## src/rtl/ts2u_pkg.sv

```systemverilog
// Package: shared types, constants and code page 437 glyph tables.
`timescale 1ns / 1ps
package ts2u_pkg;

  localparam int CharW   = 8;
  localparam int BudgetW = 24;
  localparam int RunW    = 8;
  localparam int LenW    = 2;

  localparam logic [CharW-1:0]   DEFAULT_ROW_WIDTH   = 8'd80;
  localparam logic [BudgetW-1:0] DEFAULT_BYTE_BUDGET = 24'hFFFFFF;
  localparam logic [CharW-1:0]   CHAR_NUL            = 8'h00;
  localparam logic [CharW-1:0]   CHAR_SPACE          = 8'h20;
  localparam logic [CharW-1:0]   CHAR_DEL            = 8'h7F;
  localparam logic [15:0]        GLYPH_HOUSE         = 16'h2302;
  localparam logic [RunW-1:0]    RUN_MAX             = 8'd255;

  // Configuration register indexes
  localparam logic REG_ROW_WIDTH   = 1'b0;
  localparam logic REG_BYTE_BUDGET = 1'b1;

  localparam logic [15:0] LOW_GLYPH [0:31] = '{
    16'h0020, 16'h263A, 16'h263B, 16'h2665, 16'h2666, 16'h2663, 16'h2660, 16'h2022,
    16'h25D8, 16'h25CB, 16'h25D9, 16'h2642, 16'h2640, 16'h266A, 16'h266B, 16'h263C,
    16'h25BA, 16'h25C4, 16'h2195, 16'h203C, 16'h00B6, 16'h00A7, 16'h25AC, 16'h21A8,
    16'h2191, 16'h2193, 16'h2192, 16'h2190, 16'h221F, 16'h2194, 16'h25B2, 16'h25BC
  };

  localparam logic [15:0] HIGH_GLYPH [0:127] = '{
    16'h00C7, 16'h00FC, 16'h00E9, 16'h00E2, 16'h00E4, 16'h00E0, 16'h00E5, 16'h00E7,
    16'h00EA, 16'h00EB, 16'h00E8, 16'h00EF, 16'h00EE, 16'h00EC, 16'h00C4, 16'h00C5,
    16'h00C9, 16'h00E6, 16'h00C6, 16'h00F4, 16'h00F6, 16'h00F2, 16'h00FB, 16'h00F9,
    16'h00FF, 16'h00D6, 16'h00DC, 16'h00A2, 16'h00A3, 16'h00A5, 16'h20A7, 16'h0192,
    16'h00E1, 16'h00ED, 16'h00F3, 16'h00FA, 16'h00F1, 16'h00D1, 16'h00AA, 16'h00BA,
    16'h00BF, 16'h2310, 16'h00AC, 16'h00BD, 16'h00BC, 16'h00A1, 16'h00AB, 16'h00BB,
    16'h2591, 16'h2592, 16'h2593, 16'h2502, 16'h2524, 16'h2561, 16'h2562, 16'h2556,
    16'h2555, 16'h2563, 16'h2551, 16'h2557, 16'h255D, 16'h255C, 16'h255B, 16'h2510,
    16'h2514, 16'h2534, 16'h252C, 16'h251C, 16'h2500, 16'h253C, 16'h255E, 16'h255F,
    16'h255A, 16'h2554, 16'h2569, 16'h2566, 16'h2560, 16'h2550, 16'h256C, 16'h2567,
    16'h2568, 16'h2564, 16'h2565, 16'h2559, 16'h2558, 16'h2552, 16'h2553, 16'h256B,
    16'h256A, 16'h2518, 16'h250C, 16'h2588, 16'h2584, 16'h258C, 16'h2590, 16'h2580,
    16'h03B1, 16'h00DF, 16'h0393, 16'h03C0, 16'h03A3, 16'h03C3, 16'h00B5, 16'h03C4,
    16'h03A6, 16'h0398, 16'h03A9, 16'h03B4, 16'h221E, 16'h03C6, 16'h03B5, 16'h2229,
    16'h2261, 16'h00B1, 16'h2265, 16'h2264, 16'h2320, 16'h2321, 16'h00F7, 16'h2248,
    16'h00B0, 16'h2219, 16'h00B7, 16'h221A, 16'h207F, 16'h00B2, 16'h25A0, 16'h00A0
  };

  // Encoded glyph of one cell
  typedef struct packed {
    logic [LenW-1:0]  len;
    logic [CharW-1:0] b0;
    logic [CharW-1:0] b1;
    logic [CharW-1:0] b2;
  } glyph_t;

  // One result item
  typedef struct packed {
    logic             put_newline;
    logic [RunW-1:0]  space_run;
    logic [LenW-1:0]  byte_count;
    logic [CharW-1:0] utf8_first;
    logic [CharW-1:0] utf8_second;
    logic [CharW-1:0] utf8_third;
    logic             text_end;
    logic             budget_hit;
  } result_t;

endpackage

```

## src/rtl/text_screen_to_utf8_stream_unit.sv

```systemverilog
// Top level: screen cell stream to UTF-8 result stream with config port.
// Path: a cell goes into the input register, then through one pass of table lookup and budget logic
//   into the result register, which drives the master side.
// Throughput: one cell per cycle while the master side takes results; column/space/byte counters update per cell.
// Reset (rst, synchronous): clears the valid flags of both register stages and the screen state;
//   row_width returns to 80 and byte_budget to 0xFFFFFF.
`timescale 1ns / 1ps
module text_screen_to_utf8_stream_unit (
  input  logic                         clk,
  input  logic                         rst,
  // slave side: cell stream
  input  logic                         s_axis_tvalid,
  output logic                         s_axis_tready,
  input  logic [7:0]                   s_axis_tdata,  // [7:0] cell_char
  input  logic                         s_axis_tlast,  // final_cell
  // master side: result stream
  output logic                         m_axis_tvalid,
  input  logic                         m_axis_tready,
  // [0] put_newline, [8:1] space_run, [10:9] byte_count, [18:11] utf8_first,
  // [26:19] utf8_second, [34:27] utf8_third, [35] budget_hit, [39:36] zero
  output logic [39:0]                  m_axis_tdata,
  output logic                         m_axis_tlast,  // text_end
  // configuration write port
  input  logic                         cfg_we,
  input  logic                         cfg_index,
  input  logic [ts2u_pkg::BudgetW-1:0] cfg_data
);
  import ts2u_pkg::*;

  // configuration registers
  logic [CharW-1:0]   row_width;
  logic [BudgetW-1:0] byte_budget;

  // input register stage
  logic               in_valid;
  logic [CharW-1:0]   in_char;
  logic               in_last;

  // result register stage
  result_t            res_reg;
  result_t            res_comb;
  glyph_t             glyph;

  logic               out_free;
  logic               advance;

  always_ff @(posedge clk) begin
    if (rst) begin
      row_width   <= DEFAULT_ROW_WIDTH;
      byte_budget <= DEFAULT_BYTE_BUDGET;
    end else if (cfg_we) begin
      case (cfg_index)
        REG_ROW_WIDTH:   row_width   <= cfg_data[CharW-1:0];
        REG_BYTE_BUDGET: byte_budget <= cfg_data;
        default:         row_width   <= row_width;
      endcase
    end
  end

  // Result register frees when empty or being taken this cycle; the input
  // register moves into it whenever it frees, so a cell can enter every cycle while results are taken.
  assign out_free      = !m_axis_tvalid || m_axis_tready;
  assign advance       = in_valid && out_free;
  assign s_axis_tready = !in_valid || out_free;

  always_ff @(posedge clk) begin
    if (rst) begin
      in_valid <= 1'b0;
    end else if (s_axis_tready) begin
      in_valid <= s_axis_tvalid;
    end
  end

  always_ff @(posedge clk) begin
    if (s_axis_tvalid && s_axis_tready) begin
      in_char <= s_axis_tdata;
      in_last <= s_axis_tlast;
    end
  end

  ts2u_glyph_enc u_glyph_enc (
    .cell_char (in_char),
    .glyph     (glyph)
  );

  ts2u_core u_core (
    .clk         (clk),
    .rst         (rst),
    .advance     (advance),
    .cell_char   (in_char),
    .final_cell  (in_last),
    .glyph       (glyph),
    .row_width   (row_width),
    .byte_budget (byte_budget),
    .cfg_we      (cfg_we),
    .result      (res_comb)
  );

  always_ff @(posedge clk) begin
    if (rst) begin
      m_axis_tvalid <= 1'b0;
    end else if (out_free) begin
      m_axis_tvalid <= in_valid;
    end
  end

  always_ff @(posedge clk) begin
    if (advance) begin
      res_reg <= res_comb;
    end
  end

  assign m_axis_tdata = {4'b0000,
                         res_reg.budget_hit,
                         res_reg.utf8_third,
                         res_reg.utf8_second,
                         res_reg.utf8_first,
                         res_reg.byte_count,
                         res_reg.space_run,
                         res_reg.put_newline};
  assign m_axis_tlast = res_reg.text_end;

endmodule

```

## src/rtl/ts2u_glyph_enc.sv

```systemverilog
// Glyph encoder: code page 437 byte to UTF-8 bytes and length.
`timescale 1ns / 1ps
module ts2u_glyph_enc (
  input  logic [ts2u_pkg::CharW-1:0] cell_char,
  output ts2u_pkg::glyph_t           glyph
);
  import ts2u_pkg::*;

  logic [15:0] cp;

  always_comb begin
    if (cell_char < CHAR_SPACE) begin
      cp = LOW_GLYPH[cell_char[4:0]];
    end else if (cell_char < CHAR_DEL) begin
      cp = {8'h00, cell_char};
    end else if (cell_char == CHAR_DEL) begin
      cp = GLYPH_HOUSE;
    end else begin
      cp = HIGH_GLYPH[cell_char[6:0]];
    end
  end

  always_comb begin
    if (cp < 16'h0080) begin
      glyph.len = 2'd1;
      glyph.b0  = cp[7:0];
      glyph.b1  = 8'h00;
      glyph.b2  = 8'h00;
    end else if (cp < 16'h0800) begin
      glyph.len = 2'd2;
      glyph.b0  = {3'b110, cp[10:6]};
      glyph.b1  = {2'b10, cp[5:0]};
      glyph.b2  = 8'h00;
    end else begin
      glyph.len = 2'd3;
      glyph.b0  = {4'b1110, cp[15:12]};
      glyph.b1  = {2'b10, cp[11:6]};
      glyph.b2  = {2'b10, cp[5:0]};
    end
  end

endmodule

```

## src/rtl/ts2u_core.sv

```systemverilog
// Screen state and byte budget: newline, held spaces and cut of glyph bytes.
`timescale 1ns / 1ps
module ts2u_core (
  input  logic                         clk,
  input  logic                         rst,
  input  logic                         advance,
  input  logic [ts2u_pkg::CharW-1:0]   cell_char,
  input  logic                         final_cell,
  input  ts2u_pkg::glyph_t             glyph,
  input  logic [ts2u_pkg::CharW-1:0]   row_width,
  input  logic [ts2u_pkg::BudgetW-1:0] byte_budget,
  input  logic                         cfg_we,
  output ts2u_pkg::result_t            result
);
  import ts2u_pkg::*;

  logic [CharW-1:0]   column_pos, column_pos_next;
  logic [RunW-1:0]    pending_spaces, pending_spaces_next;
  logic [BudgetW-1:0] bytes_emitted, bytes_emitted_next;
  logic               started_flag, started_flag_next;
  logic               drop_seen, drop_seen_next;

  logic [CharW-1:0]   width_eff;
  logic [BudgetW-1:0] remaining, rem1, rem2;
  logic               nl_due, nl, is_space;
  logic [RunW-1:0]    pend0, run;
  logic [LenW-1:0]    kept;
  logic [CharW:0]     col_inc;

  always_comb begin
    width_eff = (row_width == '0) ? DEFAULT_ROW_WIDTH : row_width;
    remaining = (byte_budget > bytes_emitted) ? byte_budget - bytes_emitted : '0;
    nl_due    = started_flag && (column_pos == '0);
    nl        = nl_due && (remaining != '0);
    rem1      = remaining - {{(BudgetW-1){1'b0}}, nl};
    pend0     = nl_due ? '0 : pending_spaces;
    is_space  = (cell_char == CHAR_NUL) || (cell_char == CHAR_SPACE);

    if (is_space) begin
      run = '0;
    end else if ({{(BudgetW-RunW){1'b0}}, pend0} <= rem1) begin
      run = pend0;
    end else begin
      run = rem1[RunW-1:0];
    end
    rem2 = rem1 - {{(BudgetW-RunW){1'b0}}, run};

    if (is_space) begin
      kept = '0;
    end else if (rem2 >= {{(BudgetW-LenW){1'b0}}, glyph.len}) begin
      kept = glyph.len;
    end else begin
      kept = rem2[LenW-1:0];
    end

    drop_seen_next = drop_seen || (nl_due && !nl) ||
                     (!is_space && ((run != pend0) || (kept != glyph.len)));

    if (!is_space) begin
      pending_spaces_next = '0;
    end else if (pend0 == RUN_MAX) begin
      pending_spaces_next = RUN_MAX;
    end else begin
      pending_spaces_next = pend0 + 8'd1;
    end

    bytes_emitted_next = bytes_emitted + {{(BudgetW-1){1'b0}}, nl}
                       + {{(BudgetW-RunW){1'b0}}, run}
                       + {{(BudgetW-LenW){1'b0}}, kept};

    col_inc         = {1'b0, column_pos} + 9'd1;
    column_pos_next = (col_inc >= {1'b0, width_eff}) ? '0 : col_inc[CharW-1:0];
    started_flag_next = 1'b1;
  end

  always_comb begin
    result.put_newline = nl;
    result.space_run   = run;
    result.byte_count  = kept;
    result.utf8_first  = (kept >= 2'd1) ? glyph.b0 : '0;
    result.utf8_second = (kept >= 2'd2) ? glyph.b1 : '0;
    result.utf8_third  = (kept == 2'd3) ? glyph.b2 : '0;
    result.text_end    = final_cell;
    result.budget_hit  = drop_seen_next;
  end

  always_ff @(posedge clk) begin
    if (rst) begin
      column_pos     <= '0;
      pending_spaces <= '0;
      bytes_emitted  <= '0;
      started_flag   <= 1'b0;
      drop_seen      <= 1'b0;
    end else if (advance) begin
      if (final_cell) begin
        column_pos     <= '0;
        pending_spaces <= '0;
        bytes_emitted  <= '0;
        started_flag   <= 1'b0;
        drop_seen      <= 1'b0;
      end else begin
        column_pos     <= column_pos_next;
        pending_spaces <= pending_spaces_next;
        bytes_emitted  <= bytes_emitted_next;
        started_flag   <= started_flag_next;
        drop_seen      <= drop_seen_next;
      end
    end
  end

`ifndef ASSERT_OFF
  // end of screen returns every counter to its start
  a_final_clears: assert property (@(posedge clk) disable iff (rst)
    advance && final_cell |=> column_pos == '0 && bytes_emitted == '0 &&
                              !started_flag && !drop_seen && pending_spaces == '0)
    else $error("state not cleared after final cell");

  // once a byte is dropped the flag stays until the screen ends
  a_drop_sticky: assert property (@(posedge clk) disable iff (rst)
    advance && drop_seen && !final_cell |=> drop_seen)
    else $error("budget drop flag lost mid-screen");

  // column wraps inside the row width
  a_column_range: assert property (@(posedge clk) disable iff (rst)
    advance && !cfg_we |=> column_pos < width_eff)
    else $error("column position past row width");

  // a newline is never issued ahead of the first cell of a screen
  a_newline_started: assert property (@(posedge clk) disable iff (rst)
    advance && nl |-> started_flag)
    else $error("newline before first cell");
`endif

endmodule

```

## config.mk

```make
export PLATFORM = sky130hd
export DESIGN_NAME = text_screen_to_utf8_stream_unit
export DESIGN_NICKNAME = d
export VERILOG_FILES = /design/src/rtl/ts2u_pkg.sv /design/src/rtl/text_screen_to_utf8_stream_unit.sv /design/src/rtl/ts2u_glyph_enc.sv /design/src/rtl/ts2u_core.sv
export SDC_FILE = /design/constraint.sdc
export NUM_CORES = 1
export LEC_CHECK = 0
export ABC_AREA = 1
export BUFFER_PORTS_ARGS = -buffer_cell sky130_fd_sc_hd__buf_2
export CORE_UTILIZATION = 50
export CTS_CLUSTER_SIZE = 8
export DETAILED_ROUTE_END_ITERATION = 10
export MAX_ROUTING_LAYER = met4
export PLACE_DENSITY = 0.68
export SETUP_SLACK_MARGIN = 0.2
export SLEW_MARGIN = 20
export SYNTH_ARGS = -nofsm -noshare
export SYNTH_HDL_FRONTEND = slang
export SYNTH_SLANG_ARGS = --single-unit
export TNS_END_PERCENT = 30
```

## constraint.sdc

```tcl
create_clock -name clk -period 33.4 [get_ports clk]
set_input_delay 1.67 -clock clk [delete_from_list [all_inputs] [get_ports clk]]
set_output_delay 1.67 -clock clk [all_outputs]
set_load 0.03 [all_outputs]
```

==> impl_metrics.env <==
export IMPL_postCtsHoldBufs=0
export IMPL_synth_avg_cell_area_um2=6.346
export IMPL_yosys_warnings=0
export IMPL_hold_viol=0
export IMPL_dp_hpwl_um=28920
export IMPL_dp_slack_ns=21.02
export IMPL_synth_xor_area_share_pct=1.863
export IMPL_synth_most_common_cell="nand2_1"
export IMPL_maxCapViolations=0
export IMPL_synth_edf_count=44
export IMPL_fp_dieH_um=155.3
export IMPL_crit_type="register to register"
export IMPL_yosys_area_top_type="nand2_1"
export IMPL_final_cell_area_um2=12970
export IMPL_switching_share_pct=35.81
export IMPL_cp_end_kind="register"
export IMPL_dp_cells=2203
export IMPL_power_density_nw_per_um2=38.43
export IMPL_drive_gt1_share_pct=10.87
export IMPL_power_share_clock_pct=39.7
export IMPL_crit_path_frequent_cell="nor2_1"
export IMPL_seqPwrFrac_pct=32.9
export IMPL_slowest_delay_ns=0.57
export IMPL_grt_max_degree=41
export IMPL_ir_drop_v=0.00003301
export IMPL_clk_latency_ns=0.43
export IMPL_netlist_area_um2=11750
export IMPL_rows=55
export IMPL_cts_buffers_inserted=17
export IMPL_yosys_area_share_simple_pct=38.39
export IMPL_fp_dieArea_um2=24120
export IMPL_whs_endpoint="u_core.pending_spaces[1]"
export IMPL_min_period_ns=12.53
export IMPL_ys_ff_latch=120
export IMPL_r2r_setup_slack_ns=20.87
export IMPL_cts_sinks=120
export IMPL_cts_tree="built"
export IMPL_fin_cells=2235
export IMPL_worstPathRequired_ns=33.76
export IMPL_synth_cell_types=60
export IMPL_rsz0062_at_grt="no"
export IMPL_slew_headroom_pct=42.43
export IMPL_crit_fanout=19
export IMPL_fin_nets=2038
export IMPL_area_growth_pct=10.34
export IMPL_r2r_end="u_core.bytes_emitted[19]"
export IMPL_setup_ws_ns=20.87
export IMPL_synth_top_family_by_area="simple AND/OR/NAND/NOR gates"
export IMPL_synth_top_area_share_pct=16.00
export IMPL_leakagePower_nw=6.048
export IMPL_muxShareOfSynthArea_pct=0
export IMPL_min_period_over_period_pct=37.53
export IMPL_gp_congestion=1.051
export IMPL_max_clock_freq_mhz=79.78
export IMPL_port_buffers=75
export IMPL_core_area_um2=22850
export IMPL_vias_per_cell=5.584
export IMPL_hold_path_class="register to register"
export IMPL_synthAdderAreaFrac_pct=9.901
export IMPL_p_int_mw=0.3198
export IMPL_drtPass1Iterations=6
export IMPL_cts_buffer_depth=2
export IMPL_wire_per_inst_um=16.49
export IMPL_nFillCells=2303
export IMPL_grt_usage_pct=32.00
export IMPL_rr_worst_depth=77
export IMPL_grt_pass1_vias=11200
export IMPL_vias=12480
export IMPL_die_w_um=155.3
export IMPL_start_util_pct=51.44
export IMPL_critPathLaunchType="register"
export IMPL_reg2reg_from="byte_budget[0]"
export IMPL_tns_ns=0
export IMPL_first_iter_violations=1281
export IMPL_min_from="u_core.pending_spaces[1]"
export IMPL_synth_compound_area_share_pct=14.89
export IMPL_pin_count=82
export IMPL_grt_pass1_wl_um=58790
export IMPL_switchingPower_mw=0.1784
export IMPL_grt_overflow=0
export IMPL_clock_root_buffer="clkbuf_16"
export IMPL_clock_skew_ns=0.01375
export IMPL_cts_resized=0
export IMPL_antenna_left=0
export IMPL_yosysSeqAreaShare_pct=24.19
export IMPL_path_clk_slew_ns=0.06
export IMPL_synthTopCellsByCount="nand2_1, inv_1, nor2_1"
export IMPL_post_dp_cell_area_um2=12350
export IMPL_diodes=0
export IMPL_synthArstFlopShare_pct=0
export IMPL_post_route_drc_count=0
export IMPL_setup_viol=0
export IMPL_tightest_slew_ns=0.8545
export IMPL_antenna_found_initial=0
export IMPL_whs_ns=0.4710
export IMPL_synthCells=1852
export IMPL_maxSlewViolCount=0
export IMPL_status="completed"
export IMPL_p_comb_share_pct=27.4
export IMPL_htreeDepth=4
export IMPL_cp_arrival_ns=12.89
export IMPL_drt_total_wl_um=36860
export IMPL_hold_depth=2
export IMPL_synth_area_leaders="nand2_1, dfxtp_1, edfxtp_1, ha_1, inv_1"
export IMPL_slowest_stage="fa_1"
export IMPL_synthFlopType="dfxtp_1"
export IMPL_cts_setup_buffers=0
## final cells by class
class	count	area (µm²)	area share (%)
clock buffer	17	425.4	3.281
clock inverter	15	191.4	1.476
inverter	266	998.5	7.700
multi-input combinational	1419	7667	59.13
sequential	120	2843	21.92
tap	313	391.6	3.020
timing repair buffer	85	450.4	3.474
## cells by family after synthesis
family	count (synthesis)
AOI/OAI and AO/OA	302
buffers and inverters	318
and+or+nand+nor	996
other	1
xor gates and xnor gates	25
adders and majority gates	90
DFF	120
## per-stage QoR
| step | power [mW] | util, % |
|---|---|---|
| after CTS | 0.4980 | 56.76 |
| final | 0.4983 | 56.76 |
| after floorplan | 0.2648 | - |
| after global placement | 0.3008 | 54.06 |
| after detailed placement | 0.3004 | 54.06 |
| after global routing | 0.5212 | 56.76 |
## layout by cell type (no fill, tap or decap), types with 17 or more instances in the layout
cell,netlist,layout
nand2_2,23,23
nor2_1,192,192
nand4_1,41,41
o21ai_0,95,95
nor3_1,22,22
ha_1,85,85
edfxtp_1,44,44
inv_1,248,248
nand3_1,141,141
clkbuf_16,0,17
buf_2,3,75
nand2_1,501,501
dfxtp_1,76,76
xor2_1,18,18
o211ai_1,20,20
a21oi_1,122,122
## power by group through the flow
stage / clock [mW] / sequential [mW] / combinational [mW]
floorplan: 0 / 0.171 / 0.0937
global placement: 0 / 0.167 / 0.134
detailed placement: 0 / 0.167 / 0.133
CTS: 0.200 / 0.164 / 0.134
global route: 0.206 / 0.165 / 0.151
finish: 0.198 / 0.164 / 0.136
## worst max-delay path: cells and delay by family (launching register included)
kind / cells / cell delay, ns
and+or+nand+nor: 48 / 6.09
adders and majority gates: 10 / 3.14
AOI/OAI and AO/OA: 9 / 1.64
buffers and inverters: 9 / 0.97
DFF: 1 / 0.31
xor gates and xnor gates: 1 / 0.29
## how the worst max path moves through the flow
stage                                  startpoint                  endpoint  depth (start not counted)
after floorplan                    byte_budget[0]  u_core.bytes_emitted[17]                         79
after global placement             byte_budget[0]  u_core.bytes_emitted[17]                         77
after detailed placement           byte_budget[0]  u_core.bytes_emitted[17]                         77
after CTS                          byte_budget[0]  u_core.bytes_emitted[17]                         77
after global routing      u_core.bytes_emitted[9]  u_core.bytes_emitted[19]                         73
final                              byte_budget[0]  u_core.bytes_emitted[19]                         77
## routing by layer
metal  track usage, %  routed length, µm
met5                -                  0
met4            8.590                633
met3            4.540               2953
met2            47.70              15740
met1            45.04              17530
## sequential cells by signal, summed over array words and instances, names as in the netlist
register / cells
u_core.started_flag: 1
u_core.drop_seen: 1
row_width: 8
u_core.column_pos: 8
byte_budget: 24
in_last: 1
m_axis_tlast: 1
in_valid: 1
u_core.pending_spaces: 8
in_char: 8
m_axis_tdata: 34
m_axis_tvalid: 1
u_core.bytes_emitted: 24
Note: power is estimated with default switching activity, not from simulation.
